`src/design/linear_contrast_stretch_assert.svh`:
```
// Assertion macros for the linear contrast stretch block.
`ifndef LINEAR_CONTRAST_STRETCH_ASSERT_SVH
`define LINEAR_CONTRAST_STRETCH_ASSERT_SVH
`ifndef SYNTH
`define LCS_ASSERT(lbl, prop, msg) \
  lbl: assert property (@(posedge clk) disable iff (rst) prop) else $error(msg);
`define LCS_ASSERT_NEXT(lbl, cond, prop, msg) \
  lbl: assert property (@(posedge clk) disable iff (rst) (cond) |=> (prop)) else $error(msg);
`else
`define LCS_ASSERT(lbl, prop, msg)
`define LCS_ASSERT_NEXT(lbl, cond, prop, msg)
`endif
`endif

```
`src/design/lcs_pkg.sv`:
```
// Shared types and constants of the linear contrast stretch block.
`timescale 1ns / 1ps
`default_nettype none
package lcs_pkg;

  localparam int PIXEL_BITS = 8;
  localparam logic [PIXEL_BITS-1:0] PIXEL_MAX = '1;
  localparam int S_TDATA_W = ((PIXEL_BITS + 7) / 8) * 8;
  localparam int M_TDATA_W = ((PIXEL_BITS + 7) / 8) * 8;
  localparam int S_TUSER_W = 2;
  localparam int M_TUSER_W = 1;
  localparam int USER_OP = 0;
  localparam int USER_START = 1;
  localparam int STEP_W = $clog2(PIXEL_BITS);
  localparam logic [STEP_W-1:0] LAST_STEP = STEP_W'(PIXEL_BITS - 1);

  localparam logic OP_MEASURE = 1'b0;
  localparam logic OP_STRETCH = 1'b1;

  typedef enum logic [1:0] {
    ST_IDLE,
    ST_SETUP,
    ST_DIVIDE,
    ST_FINISH
  } lcs_state_t;

  typedef struct packed {
    logic measure;
    logic capture;
    logic setup;
    logic step;
    logic load_out;
  } lcs_cmd_t;

  typedef struct packed {
    logic bypass;
    logic last_step;
  } lcs_status_t;

endpackage
`default_nettype wire

```
`src/design/lcs_ctrl.sv`:
```
// Controller state machine: input acceptance, divide sequencing, output slot.
`timescale 1ns / 1ps
`default_nettype none
`include "linear_contrast_stretch_assert.svh"
module lcs_ctrl (
  input  wire logic                 clk,
  input  wire logic                 rst,
  input  wire logic                 s_tvalid,
  input  wire logic                 s_op,
  input  wire logic                 m_tready,
  input  wire lcs_pkg::lcs_status_t status,
  output lcs_pkg::lcs_cmd_t         cmd,
  output logic                      s_tready,
  output logic                      m_tvalid
);

  lcs_pkg::lcs_state_t state, state_next;
  logic out_valid, out_valid_next;

  always_ff @(posedge clk) begin
    if (rst) begin
      state <= lcs_pkg::ST_IDLE;
      out_valid <= 1'b0;
    end else begin
      state <= state_next;
      out_valid <= out_valid_next;
    end
  end

  always_comb begin
    state_next = state;
    cmd = '0;
    s_tready = 1'b0;
    case (state)
      lcs_pkg::ST_IDLE: begin
        s_tready = 1'b1;
        if (s_tvalid) begin
          if (s_op == lcs_pkg::OP_STRETCH) begin
            cmd.capture = 1'b1;
            state_next = lcs_pkg::ST_SETUP;
          end else begin
            cmd.measure = 1'b1;
          end
        end
      end
      lcs_pkg::ST_SETUP: begin
        cmd.setup = 1'b1;
        state_next = status.bypass ? lcs_pkg::ST_FINISH : lcs_pkg::ST_DIVIDE;
      end
      lcs_pkg::ST_DIVIDE: begin
        cmd.step = 1'b1;
        if (status.last_step) begin
          state_next = lcs_pkg::ST_FINISH;
        end
      end
      lcs_pkg::ST_FINISH: begin
        if (!out_valid || m_tready) begin
          cmd.load_out = 1'b1;
          state_next = lcs_pkg::ST_IDLE;
        end
      end
      default: begin
        state_next = lcs_pkg::ST_IDLE;
      end
    endcase
    if (cmd.load_out) begin
      out_valid_next = 1'b1;
    end else if (m_tready) begin
      out_valid_next = 1'b0;
    end else begin
      out_valid_next = out_valid;
    end
  end

  assign m_tvalid = out_valid;

  `LCS_ASSERT(load_into_free_slot, cmd.load_out |-> (!out_valid || m_tready), "output overwritten")
  `LCS_ASSERT_NEXT(last_step_finishes, state == lcs_pkg::ST_DIVIDE && status.last_step, state == lcs_pkg::ST_FINISH, "divide did not end")
  `LCS_ASSERT(valid_rises_on_load, $rose(out_valid) |-> $past(cmd.load_out), "result without load")

endmodule
`default_nettype wire

```
`src/design/lcs_datapath.sv`:
```
// Datapath: frame levels, saturation checks, restoring divider, output register.
`timescale 1ns / 1ps
`default_nettype none
`include "linear_contrast_stretch_assert.svh"
module lcs_datapath (
  input  wire logic                              clk,
  input  wire logic                              rst,
  input  wire lcs_pkg::lcs_cmd_t                 cmd,
  input  wire logic [lcs_pkg::S_TDATA_W-1:0]     s_tdata,
  input  wire logic [lcs_pkg::S_TUSER_W-1:0]     s_tuser,
  output lcs_pkg::lcs_status_t                   status,
  output logic [lcs_pkg::M_TDATA_W-1:0]          m_tdata,
  output logic [lcs_pkg::M_TUSER_W-1:0]          m_tuser
);

  localparam int B = lcs_pkg::PIXEL_BITS;

  logic [B-1:0] low_level, high_level;
  logic [B-1:0] pixel, span, rem, dividend_lo, quotient, out_pixel;
  logic flat, out_flat;
  logic [lcs_pkg::STEP_W-1:0] step_count;

  logic [B-1:0] pixel_in;
  logic frame_start;
  logic is_flat, below, above;
  logic [B-1:0] diff;
  logic [2*B-1:0] num;
  logic [B:0] rem_shift, rem_sub;
  logic fits;

  assign pixel_in = s_tdata[B-1:0];
  assign frame_start = s_tuser[lcs_pkg::USER_START];

  assign is_flat = (high_level == low_level);
  assign below = (pixel <= low_level);
  assign above = (pixel >= high_level);
  assign status.bypass = is_flat || below || above;
  assign status.last_step = (step_count == lcs_pkg::LAST_STEP);

  // (p - low) * (2^B - 1) as a shift and a subtract
  assign diff = pixel - low_level;
  assign num = {diff, {B{1'b0}}} - {{B{1'b0}}, diff};

  assign rem_shift = {rem, dividend_lo[B-1]};
  assign fits = (rem_shift >= {1'b0, span});
  assign rem_sub = rem_shift - {1'b0, span};

  always_ff @(posedge clk) begin
    if (rst) begin
      low_level <= '0;
      high_level <= '0;
    end else if (cmd.measure) begin
      if (frame_start) begin
        low_level <= pixel_in;
        high_level <= pixel_in;
      end else begin
        if (pixel_in < low_level) low_level <= pixel_in;
        if (pixel_in > high_level) high_level <= pixel_in;
      end
    end
  end

  always_ff @(posedge clk) begin
    if (cmd.capture) begin
      pixel <= pixel_in;
    end
    if (cmd.setup) begin
      flat <= is_flat;
      span <= high_level - low_level;
      rem <= num[2*B-1:B];
      dividend_lo <= num[B-1:0];
      step_count <= '0;
      if (is_flat || below) begin
        quotient <= '0;
      end else begin
        quotient <= lcs_pkg::PIXEL_MAX;
      end
    end
    if (cmd.step) begin
      rem <= fits ? rem_sub[B-1:0] : rem_shift[B-1:0];
      dividend_lo <= {dividend_lo[B-2:0], 1'b0};
      quotient <= {quotient[B-2:0], fits};
      step_count <= step_count + 1'b1;
    end
    if (cmd.load_out) begin
      out_pixel <= quotient;
      out_flat <= flat;
    end
  end

  assign m_tdata = lcs_pkg::M_TDATA_W'(out_pixel);
  assign m_tuser = out_flat;

  `LCS_ASSERT(levels_ordered, low_level <= high_level, "low level above high level")
  `LCS_ASSERT(remainder_below_span, cmd.step |-> rem < span, "divider remainder out of range")
  `LCS_ASSERT_NEXT(flat_gives_zero, cmd.load_out && flat, out_pixel == '0, "flat frame with nonzero pixel")

endmodule
`default_nettype wire

```
`src/design/linear_contrast_stretch.sv`:
```
// Top level of the min/max linear contrast stretch block.
// A measure transaction (tuser operation bit 0) updates the frame's low and high
// levels and gives no result; its frame_start bit reloads both levels with that
// pixel. A stretch transaction (operation bit 1) gives one result, saturated to
// 0 or 255 outside the range, floor((p - low) * 255 / (high - low)) inside it,
// and 0 with flat_frame set when high equals low. A divided stretch pixel goes
// through capture, a setup state, eight restoring divider steps at one quotient
// bit each and an output load that waits for a free output register; only then
// is the next transaction accepted. A saturated or flat pixel skips the divider,
// which is the rate limit; a result waits in the output register while new ones come in.
`timescale 1ns / 1ps
`default_nettype none
module linear_contrast_stretch (
  input  wire logic                          clk,
  input  wire logic                          rst,
  input  wire logic                          s_tvalid,
  output logic                               s_tready,
  input  wire logic [lcs_pkg::S_TDATA_W-1:0] s_tdata,  // pixel_in
  input  wire logic [lcs_pkg::S_TUSER_W-1:0] s_tuser,  // operation, frame_start
  output logic                               m_tvalid,
  input  wire logic                          m_tready,
  output logic [lcs_pkg::M_TDATA_W-1:0]      m_tdata,  // pixel_out
  output logic [lcs_pkg::M_TUSER_W-1:0]      m_tuser   // flat_frame
);

  lcs_pkg::lcs_cmd_t cmd;
  lcs_pkg::lcs_status_t status;

  lcs_ctrl u_ctrl (
    .clk      (clk),
    .rst      (rst),
    .s_tvalid (s_tvalid),
    .s_op     (s_tuser[lcs_pkg::USER_OP]),
    .m_tready (m_tready),
    .status   (status),
    .cmd      (cmd),
    .s_tready (s_tready),
    .m_tvalid (m_tvalid)
  );

  lcs_datapath u_datapath (
    .clk     (clk),
    .rst     (rst),
    .cmd     (cmd),
    .s_tdata (s_tdata),
    .s_tuser (s_tuser),
    .status  (status),
    .m_tdata (m_tdata),
    .m_tuser (m_tuser)
  );

endmodule
`default_nettype wire
```
`config.mk`:
```
export PLATFORM = sky130hd
export DESIGN_NAME = linear_contrast_stretch
export DESIGN_NICKNAME = d
export VERILOG_FILES = /design/src/design/lcs_pkg.sv /design/src/design/lcs_ctrl.sv /design/src/design/lcs_datapath.sv /design/src/design/linear_contrast_stretch.sv
export VERILOG_INCLUDE_DIRS = /design/src /design/src/design
export SDC_FILE = /design/constraint.sdc
export NUM_CORES = 1
export LEC_CHECK = 0
export BUFFER_PORTS_ARGS = -buffer_cell sky130_fd_sc_hd__buf_2
export CAP_MARGIN = 20
export CORE_MARGIN = 5
export CORE_UTILIZATION = 45
export CTS_BUF_LIST = sky130_fd_sc_hd__clkbuf_2 sky130_fd_sc_hd__clkbuf_4 sky130_fd_sc_hd__clkbuf_8
export DETAILED_ROUTE_END_ITERATION = 6
export GPL_ROUTABILITY_DRIVEN = 0
export GPL_TIMING_DRIVEN = 0
export SLEW_MARGIN = 20
export SYNTH_ARGS = -nofsm -noshare
export SYNTH_HDL_FRONTEND = slang
export SYNTH_SLANG_ARGS = --single-unit
```
`constraint.sdc`:
```
create_clock -name clk -period 3.23 [get_ports clk]
set_input_delay 0.646 -clock clk [delete_from_list [all_inputs] [get_ports clk]]
set_output_delay 0.646 -clock clk [all_outputs]
set_load 0.01 [all_outputs]
```
==> results of run 1 <==
## routing by layer
layer,global-route usage (%),up-vias
li1,-,1800
met1,21.10,1727
met2,28.55,67
met3,2.888,15
met4,5.769,0
met5,0,-
## cells by family after synthesis
| logic type | count (synthesis) | share of synthesized area [%] |
|---|---|---|
| AND/OR/NAND/NOR | 150 | 16.50 |
| AO/OA/AOI/OAI | 112 | 17.31 |
| flip-flops | 72 | 40.88 |
| adder cells (fa/ha/maj) | 57 | 15.33 |
| buffers and inverters | 51 | 4.223 |
| multiplexers | 17 | 3.571 |
| XOR/XNOR | 12 | 2.190 |
## sequential cells by signal, indices dropped and copies added, names as in the netlist
register / cells
u_ctrl.m_tvalid: 1
u_datapath.step_count: 3
u_datapath.low_level: 8
u_datapath.rem: 8
u_datapath.quotient: 8
u_datapath.m_tdata: 8
u_datapath.m_tuser: 1
u_datapath.pixel: 8
u_datapath.dividend_lo: 8
u_datapath.flat: 1
u_ctrl.state: 2
u_datapath.span: 8
u_datapath.high_level: 8
## critical path: stages (launching register included)
cell and delay, ns:
dfxtp_1 0.45, ha_1 0.22, inv_1 0.06, fa_1 0.43, a211oi_2 0.37, o21ba_2 0.22, o221a_2 0.26, nand3_1 0.14
o311ai_1 0.35, a22oi_1 0.11
## layout make-up
type / count / area (sq um) / share of cell area [%]
buffer: 10 / 48.80 / 0.9164
clock buffer: 9 / 123.9 / 2.326
clock inverter: 7 / 101.3 / 1.903
inverter: 41 / 153.9 / 2.890
multi-input combinational: 348 / 2645 / 49.67
sequential: 72 / 1962 / 36.84
tap: 136 / 170.2 / 3.195
timing repair buffer: 24 / 120.1 / 2.256
## power groups by stage
| stage | clock network [mW] | registers, mW | logic [mW] |
|---|---|---|---|
| 2_1_floorplan | 0 | 1.55 | 1.55 |
| 3_3_place_gp | 0 | 1.59 | 1.97 |
| 3_5_place_dp | 0 | 1.60 | 2.01 |
| 4_1_cts | 0.841 | 1.58 | 2.02 |
| 5_1_grt | 0.879 | 1.60 | 2.27 |
| 6_report | 0.813 | 1.57 | 2.02 |
## metrics by stage
stage	hold slack (ns)	total power, mW	worst slack (ns)	utilization [%]	cells
finish	0.4228	4.401	0.3345	51.35	647
global route	0.4331	4.752	0.09971	51.35	647
CTS	0.4266	4.434	0.2594	51.25	647
detailed placement	0.4057	3.606	0.2586	49.08	631
global placement	0.4014	3.559	0.2522	49.08	631
floorplan	0.4003	3.098	0.6808	-	471
## path summary, 6_finish.rpt
| path | from | to | depth (start not counted) |
|---|---|---|---|
| max | u_datapath.low_level[0] | u_datapath.rem[2] | 9 |
| min | u_datapath.quotient[7] | u_datapath.m_tdata[7] | 0 |
| max reg2reg | u_datapath.low_level[0] | u_datapath.rem[2] | 9 |
| min reg2reg | u_datapath.quotient[7] | u_datapath.m_tdata[7] | 0 |
## cell usage in the layout (no fill, tap or decap), types with 4 or more instances in the layout
cell type / netlist / layout
nor2_1: 27 / 27
nor2b_1: 13 / 13
nor3_1: 9 / 9
nand2b_1: 29 / 29
o31ai_1: 4 / 4
a21boi_0: 4 / 4
buf_2: 3 / 27
clkbuf_1: 6 / 6
ha_1: 54 / 53
and3_1: 4 / 4
edfxtp_1: 52 / 52
nand3_1: 13 / 13
a211oi_1: 5 / 5
o21a_1: 11 / 11
o21ai_0: 15 / 15
xor2_1: 4 / 4
dfxtp_1: 20 / 20
nand2_1: 32 / 32
mux2i_1: 16 / 16
nand4_1: 6 / 6
xnor2_1: 8 / 7
inv_1: 40 / 40
a21oi_1: 21 / 21
and2_1: 5 / 5
o211ai_1: 6 / 6
clkbuf_8: 0 / 9
a21o_1: 10 / 10
==> key figures, run 1 <==
Power and ir drop
  • Flop pwr share: between 30 and 40%
  • Peak supply drop: ~0.37 mV
  • Leakage: about 2.1 nW
  • Clock share of power: between 15 and 20%
  • Pwr/cell area: around 830 nW/um^2
  • Int Pwr: 2.685 mW
  • Gate power share: 45.9%
  • Net Sw Frac: between 30% and 40%
  • Switching pwr: 1.716 mW

Setup path
  • Crit path max fanout: 5
  • Crit start category: flop
  • WP data arrival: 2.97 ns
  • CP Capture Type: flop
  • WP data required: around 3.3 ns
  • Setup CP Type: reg -> reg
  • Worst reg2reg setup slack: roughly 0.33 ns

Clock network
  • TritonCTS Buffers: 9
  • CTS tree: done
  • # hold bufs at CTS: 0
  • # Post-CTS Setup Buffers: 0
  • Root buffer cell: clkbuf_8
  • Resized cells post-CTS: 0
  • Skew-Pair Late Insertion Delay: 0.35 ns
  • Clock sink total: 72
  • Clock Pin Slew Worst Setup and Hold Paths: roughly 0.09 ns
  • H-tree levels: 3
  • CTS Buffer Depth: 2

STA
  • Slew @ Worst Pin: 0.7862 ns
  • Clock skew: between 0.01 and 0.015 ns
  • Fmax: between 300 and 400 MHz
  • Endpoints failing hold: 0
  • Final Slew Violations: 0
  • Setup TNS: 0 ns
  • Period Utilization, post-route: around 90%
  • RSZ-0062 raised after global routing: no
  • Fin crit period: 2.895 ns
  • Final setup fails: 0
  • Worst slew margin: roughly 47%

Layout
  • Design Area, Final: 5325 sq um
  • FILL cells: just under 1000
  • ANT cells: 0
  • Post-layout net count: 577
  • Layout cells sized above 1: ~12%
  • Area Growth Syn to Fin: 10.95%

Logic synthesis
  • Most used DFF post-synth: edfxtp_1
  • Synth top area share: about a third
  • Synth area leaders: edfxtp_1 (33%), ha_1 (14%), dfxtp_1 (8.3%)
  • Sequential fraction of the synthesis area: 40.88%
  • Cell taking the most area after synthesis: edfxtp_1
  • Yosys warns: 0
  • Library cells used by synthesis: 66
  • Mapped Area: between 4000 and 5000 sq um
  • Avg Inst Size Synth: between 10 and 15 sq um
  • Number of synthesized flops with an enable pin: 52
  • Synth cell count leaders: ha_1 (54), edfxtp_1 (52), inv_1 (40)
  • Syn nets: 542
  • Ys async rst share: 0%
  • Most numerous cell in the Yosys netlist: ha_1
  • Yosys reg bits: between 70 and 80
  • Cells after Synth: ~470

Detailed routing
  • WL met2: roughly 5.0 mm
  • Number of vias per cell: roughly 5.6
  • Metal-1 WL: 4.761 mm
  • Routed Antenna Nets: 0
  • Detailed-route via count: roughly 3600
  • 1st-pass router iterations: 4
  • DRC viols: 0
  • WL met3: 322 um
  • Wire per inst: approximately 16 um
  • Top Layer Used: met4
  • Iteration-0 DRC count of the detailed router: 160
  • Routed WL: 10.31 mm

GRT
  • GR Util All Layers: between 10% and 20%
  • GR Overflow Total: 0
  • Vias in the first global route: about 3600
  • Initial antenna violation count: 0
  • Largest net degree at the start of global routing: 28
  • First-pass GRT wire length: about 17 mm

Floorplan
  • # IOs: 25
  • Initial Utilization: a little under half
  • Die area: approximately 13000 sq um
  • # rows: 37
  • Die width: 113.3 um
  • Core ar.: 10370 sq um
  • Die height: 113.3 um

Flow run
  • Max_cap viols: 0

Placement
  • Dpl hpwl: a little over 8 mm
  • Port Buf Inserts: 24
  • DP Area: roughly 5100 sq um

Worst hold path
  • Worst hold path type: reg -> reg

Run status
  • Status: finished clean
Note: power is estimated with default switching activity, not from simulation.
==> run 2, diff against run 1 <==
--- a/config.mk
+++ b/config.mk
@@ -11,10 +11,11 @@
 export CORE_MARGIN = 5
 export CORE_UTILIZATION = 45
 export CTS_BUF_LIST = sky130_fd_sc_hd__clkbuf_2 sky130_fd_sc_hd__clkbuf_4 sky130_fd_sc_hd__clkbuf_8
+export CTS_CLUSTER_SIZE = 20
 export DETAILED_ROUTE_END_ITERATION = 6
 export GPL_ROUTABILITY_DRIVEN = 0
 export GPL_TIMING_DRIVEN = 0
-export SLEW_MARGIN = 20
+export SLEW_MARGIN = 10
 export SYNTH_ARGS = -nofsm -noshare
 export SYNTH_HDL_FRONTEND = slang
 export SYNTH_SLANG_ARGS = --single-unit
==> constraint.sdc (replaced) <==
create_clock -name clk -period 3.7 [get_ports clk]
set_input_delay 0.74 -clock clk [delete_from_list [all_inputs] [get_ports clk]]
set_output_delay 0.74 -clock clk [all_outputs]
set_load 0.01 [all_outputs]
==> run 2 against run 1 <==
Compared with the run above:
- combinational power down 10%
- core utilization up 0.17 points
- die area unchanged
- clock power down 12%
- largest cell class unchanged
- non-clock buffer count up 1
- first-iteration DRC count down 3.8%
==> key figures, run 2 (synthesis results as in run 1) <==
Run status
  • Status: finished clean

Floorplan
  • Die area: ~13000 sq um
  • # rows: 37
  • # IOs: 25
  • Initial Utilization: a little under half
  • Die height: 113.3 um
  • Die width: 113.3 um
  • Core ar.: between 10000 and 15000 sq um

STA
  • Fmax: about 330 MHz
  • Final setup fails: 0
  • Endpoints failing hold: 0
  • Worst slew margin: between 40% and 50%
  • Fin crit period: about 3 ns
  • Setup TNS: 0 ns
  • Period Utilization, post-route: 81.07%
  • Clock skew: 0.01123 ns
  • Fin worst setup slack: approximately 0.7 ns
  • Final Slew Violations: 0
  • Slew @ Worst Pin: approximately 0.8 ns
  • RSZ-0062 raised after global routing: no

Placement
  • Dpl hpwl: 8.122 mm
  • Placed insts: around 630
  • Port Buf Inserts: 24
  • Setup WS pre-CTS: ~0.73 ns

GRT
  • GR Overflow Total: 0
  • GR Util All Layers: between 15 and 20%
  • Initial antenna violation count: 0
  • Vias in the first global route: 3637
  • First-pass GRT wire length: 17.17 mm
  • Largest net degree at the start of global routing: 28

Clock network
  • # hold bufs at CTS: 0
  • CTS tree: done
  • Resized cells post-CTS: 0
  • Root buffer cell: clkbuf_8
  • Skew-Pair Late Insertion Delay: between 0.3 and 0.4 ns
  • # Post-CTS Setup Buffers: 0
  • TritonCTS Buffers: 9
  • Clock sink total: roughly 70
  • H-tree levels: 3
  • Clock Pin Slew Worst Setup and Hold Paths: 0.09 ns
  • CTS Buffer Depth: 2

Detailed routing
  • WL met2: between 5 and 6 mm
  • Routed WL: 10.34 mm
  • DRC viols: 0
  • Iteration-0 DRC count of the detailed router: 154
  • Wire per inst: ~16 um
  • Top Layer Used: met4
  • WL met3: about 360 um
  • Number of vias per cell: between 5 and 6
  • 1st-pass router iterations: 4
  • Detailed-route via count: between 3000 and 4000
  • Routed Antenna Nets: 0
  • Metal-1 WL: 4.718 mm

Setup path
  • CP Capture Type: flop
  • WP data arrival: 3.07 ns
  • Crit path max fanout: 9
  • Setup CP Type: reg -> reg
  • Crit start category: flop
  • WP data required: 3.77 ns

Layout
  • FILL cells: between 900 and 1000
  • Layout Cells excl Fill: about 650
  • Most common cell after layout, fill and taps aside: ha_1
  • Most frequent cells in the layout: ha_1 (54), edfxtp_1 (52), inv_1 (40)
  • Post-layout net count: approximately 580
  • Area Growth Syn to Fin: 11.31%
  • ANT cells: 0
  • Layout cells sized above 1: a little under an eighth

Power and ir drop
  • Pwr/cell area: roughly 730 nW/um^2
  • Leakage: around 2.2 nW
  • Peak supply drop: 0.3394 mV

Worst hold path
  • Worst hold path type: reg -> reg

Flow run
  • Max_cap viols: 0
[run 2: changes by cell type in the layout (fill, tap and decap cells not counted)]
cell / change
ha_2: -1
xnor2_2: -1
ha_1: +1
buf_16: +1
xnor2_1: +1
[run 2: power breakdown]
group / internal (mW) / total (mW) / switching (mW)
logic: 0.739 / 1.81 / 1.07
clock network: 0.385 / 0.712 / 0.326
registers: 1.25 / 1.37 / 0.113
[run 2: critical path: stages, from the launching register on]
cell      delay, ns
dfxtp_1        0.45
ha_1           0.22
inv_1          0.06
fa_1           0.41
xnor2_1        0.59
o221a_2        0.39
nand3_1        0.15
o311ai_1       0.34
a22oi_1        0.11
[run 2: area by class of cell]
class                   instances  area [sq um]  area share (%)
flip-flops and latches         72          1962           36.72
clock inverters                 7         101.3           1.897
repair buffers                 25         147.6           2.763
multi-input cells             348          2635           49.32
plain buffers                  10         48.80          0.9133
well taps                     136         170.2           3.185
inverters                      41         153.9           2.881
clock buffers                   9         123.9           2.319
[run 2: path summary, 6_finish.rpt]
path	start	end	slack, ns	cells past startpoint
setup / recovery	u_datapath.low_level[0]	u_datapath.rem[2]	0.70	8
hold / removal	u_datapath.quotient[7]	u_datapath.m_tdata[7]	0.42	0
setup reg to reg	u_datapath.low_level[0]	u_datapath.rem[2]	0.70	8
hold reg to reg	u_datapath.quotient[7]	u_datapath.m_tdata[7]	0.42	0
[run 2: through the flow]
step                      util [%]  power (mW)  instance area [sq um]  hold WS [ns]
after global placement       49.08       3.107                   5090        0.4014
after detailed placement     49.08       3.148                   5090        0.4057
after CTS                    51.25       3.871                   5315        0.4266
after global routing         51.52       4.193                   5343        0.4331
final                        51.52       3.889                   5343        0.4229
after floorplan                  -       2.704                   4800        0.4003
[run 2: layer usage]
metal	track usage, %	up-vias
met5	0	-
met4	5.769	0
met3	2.888	17
met2	28.55	70
met1	21.10	1710
li1	-	1802
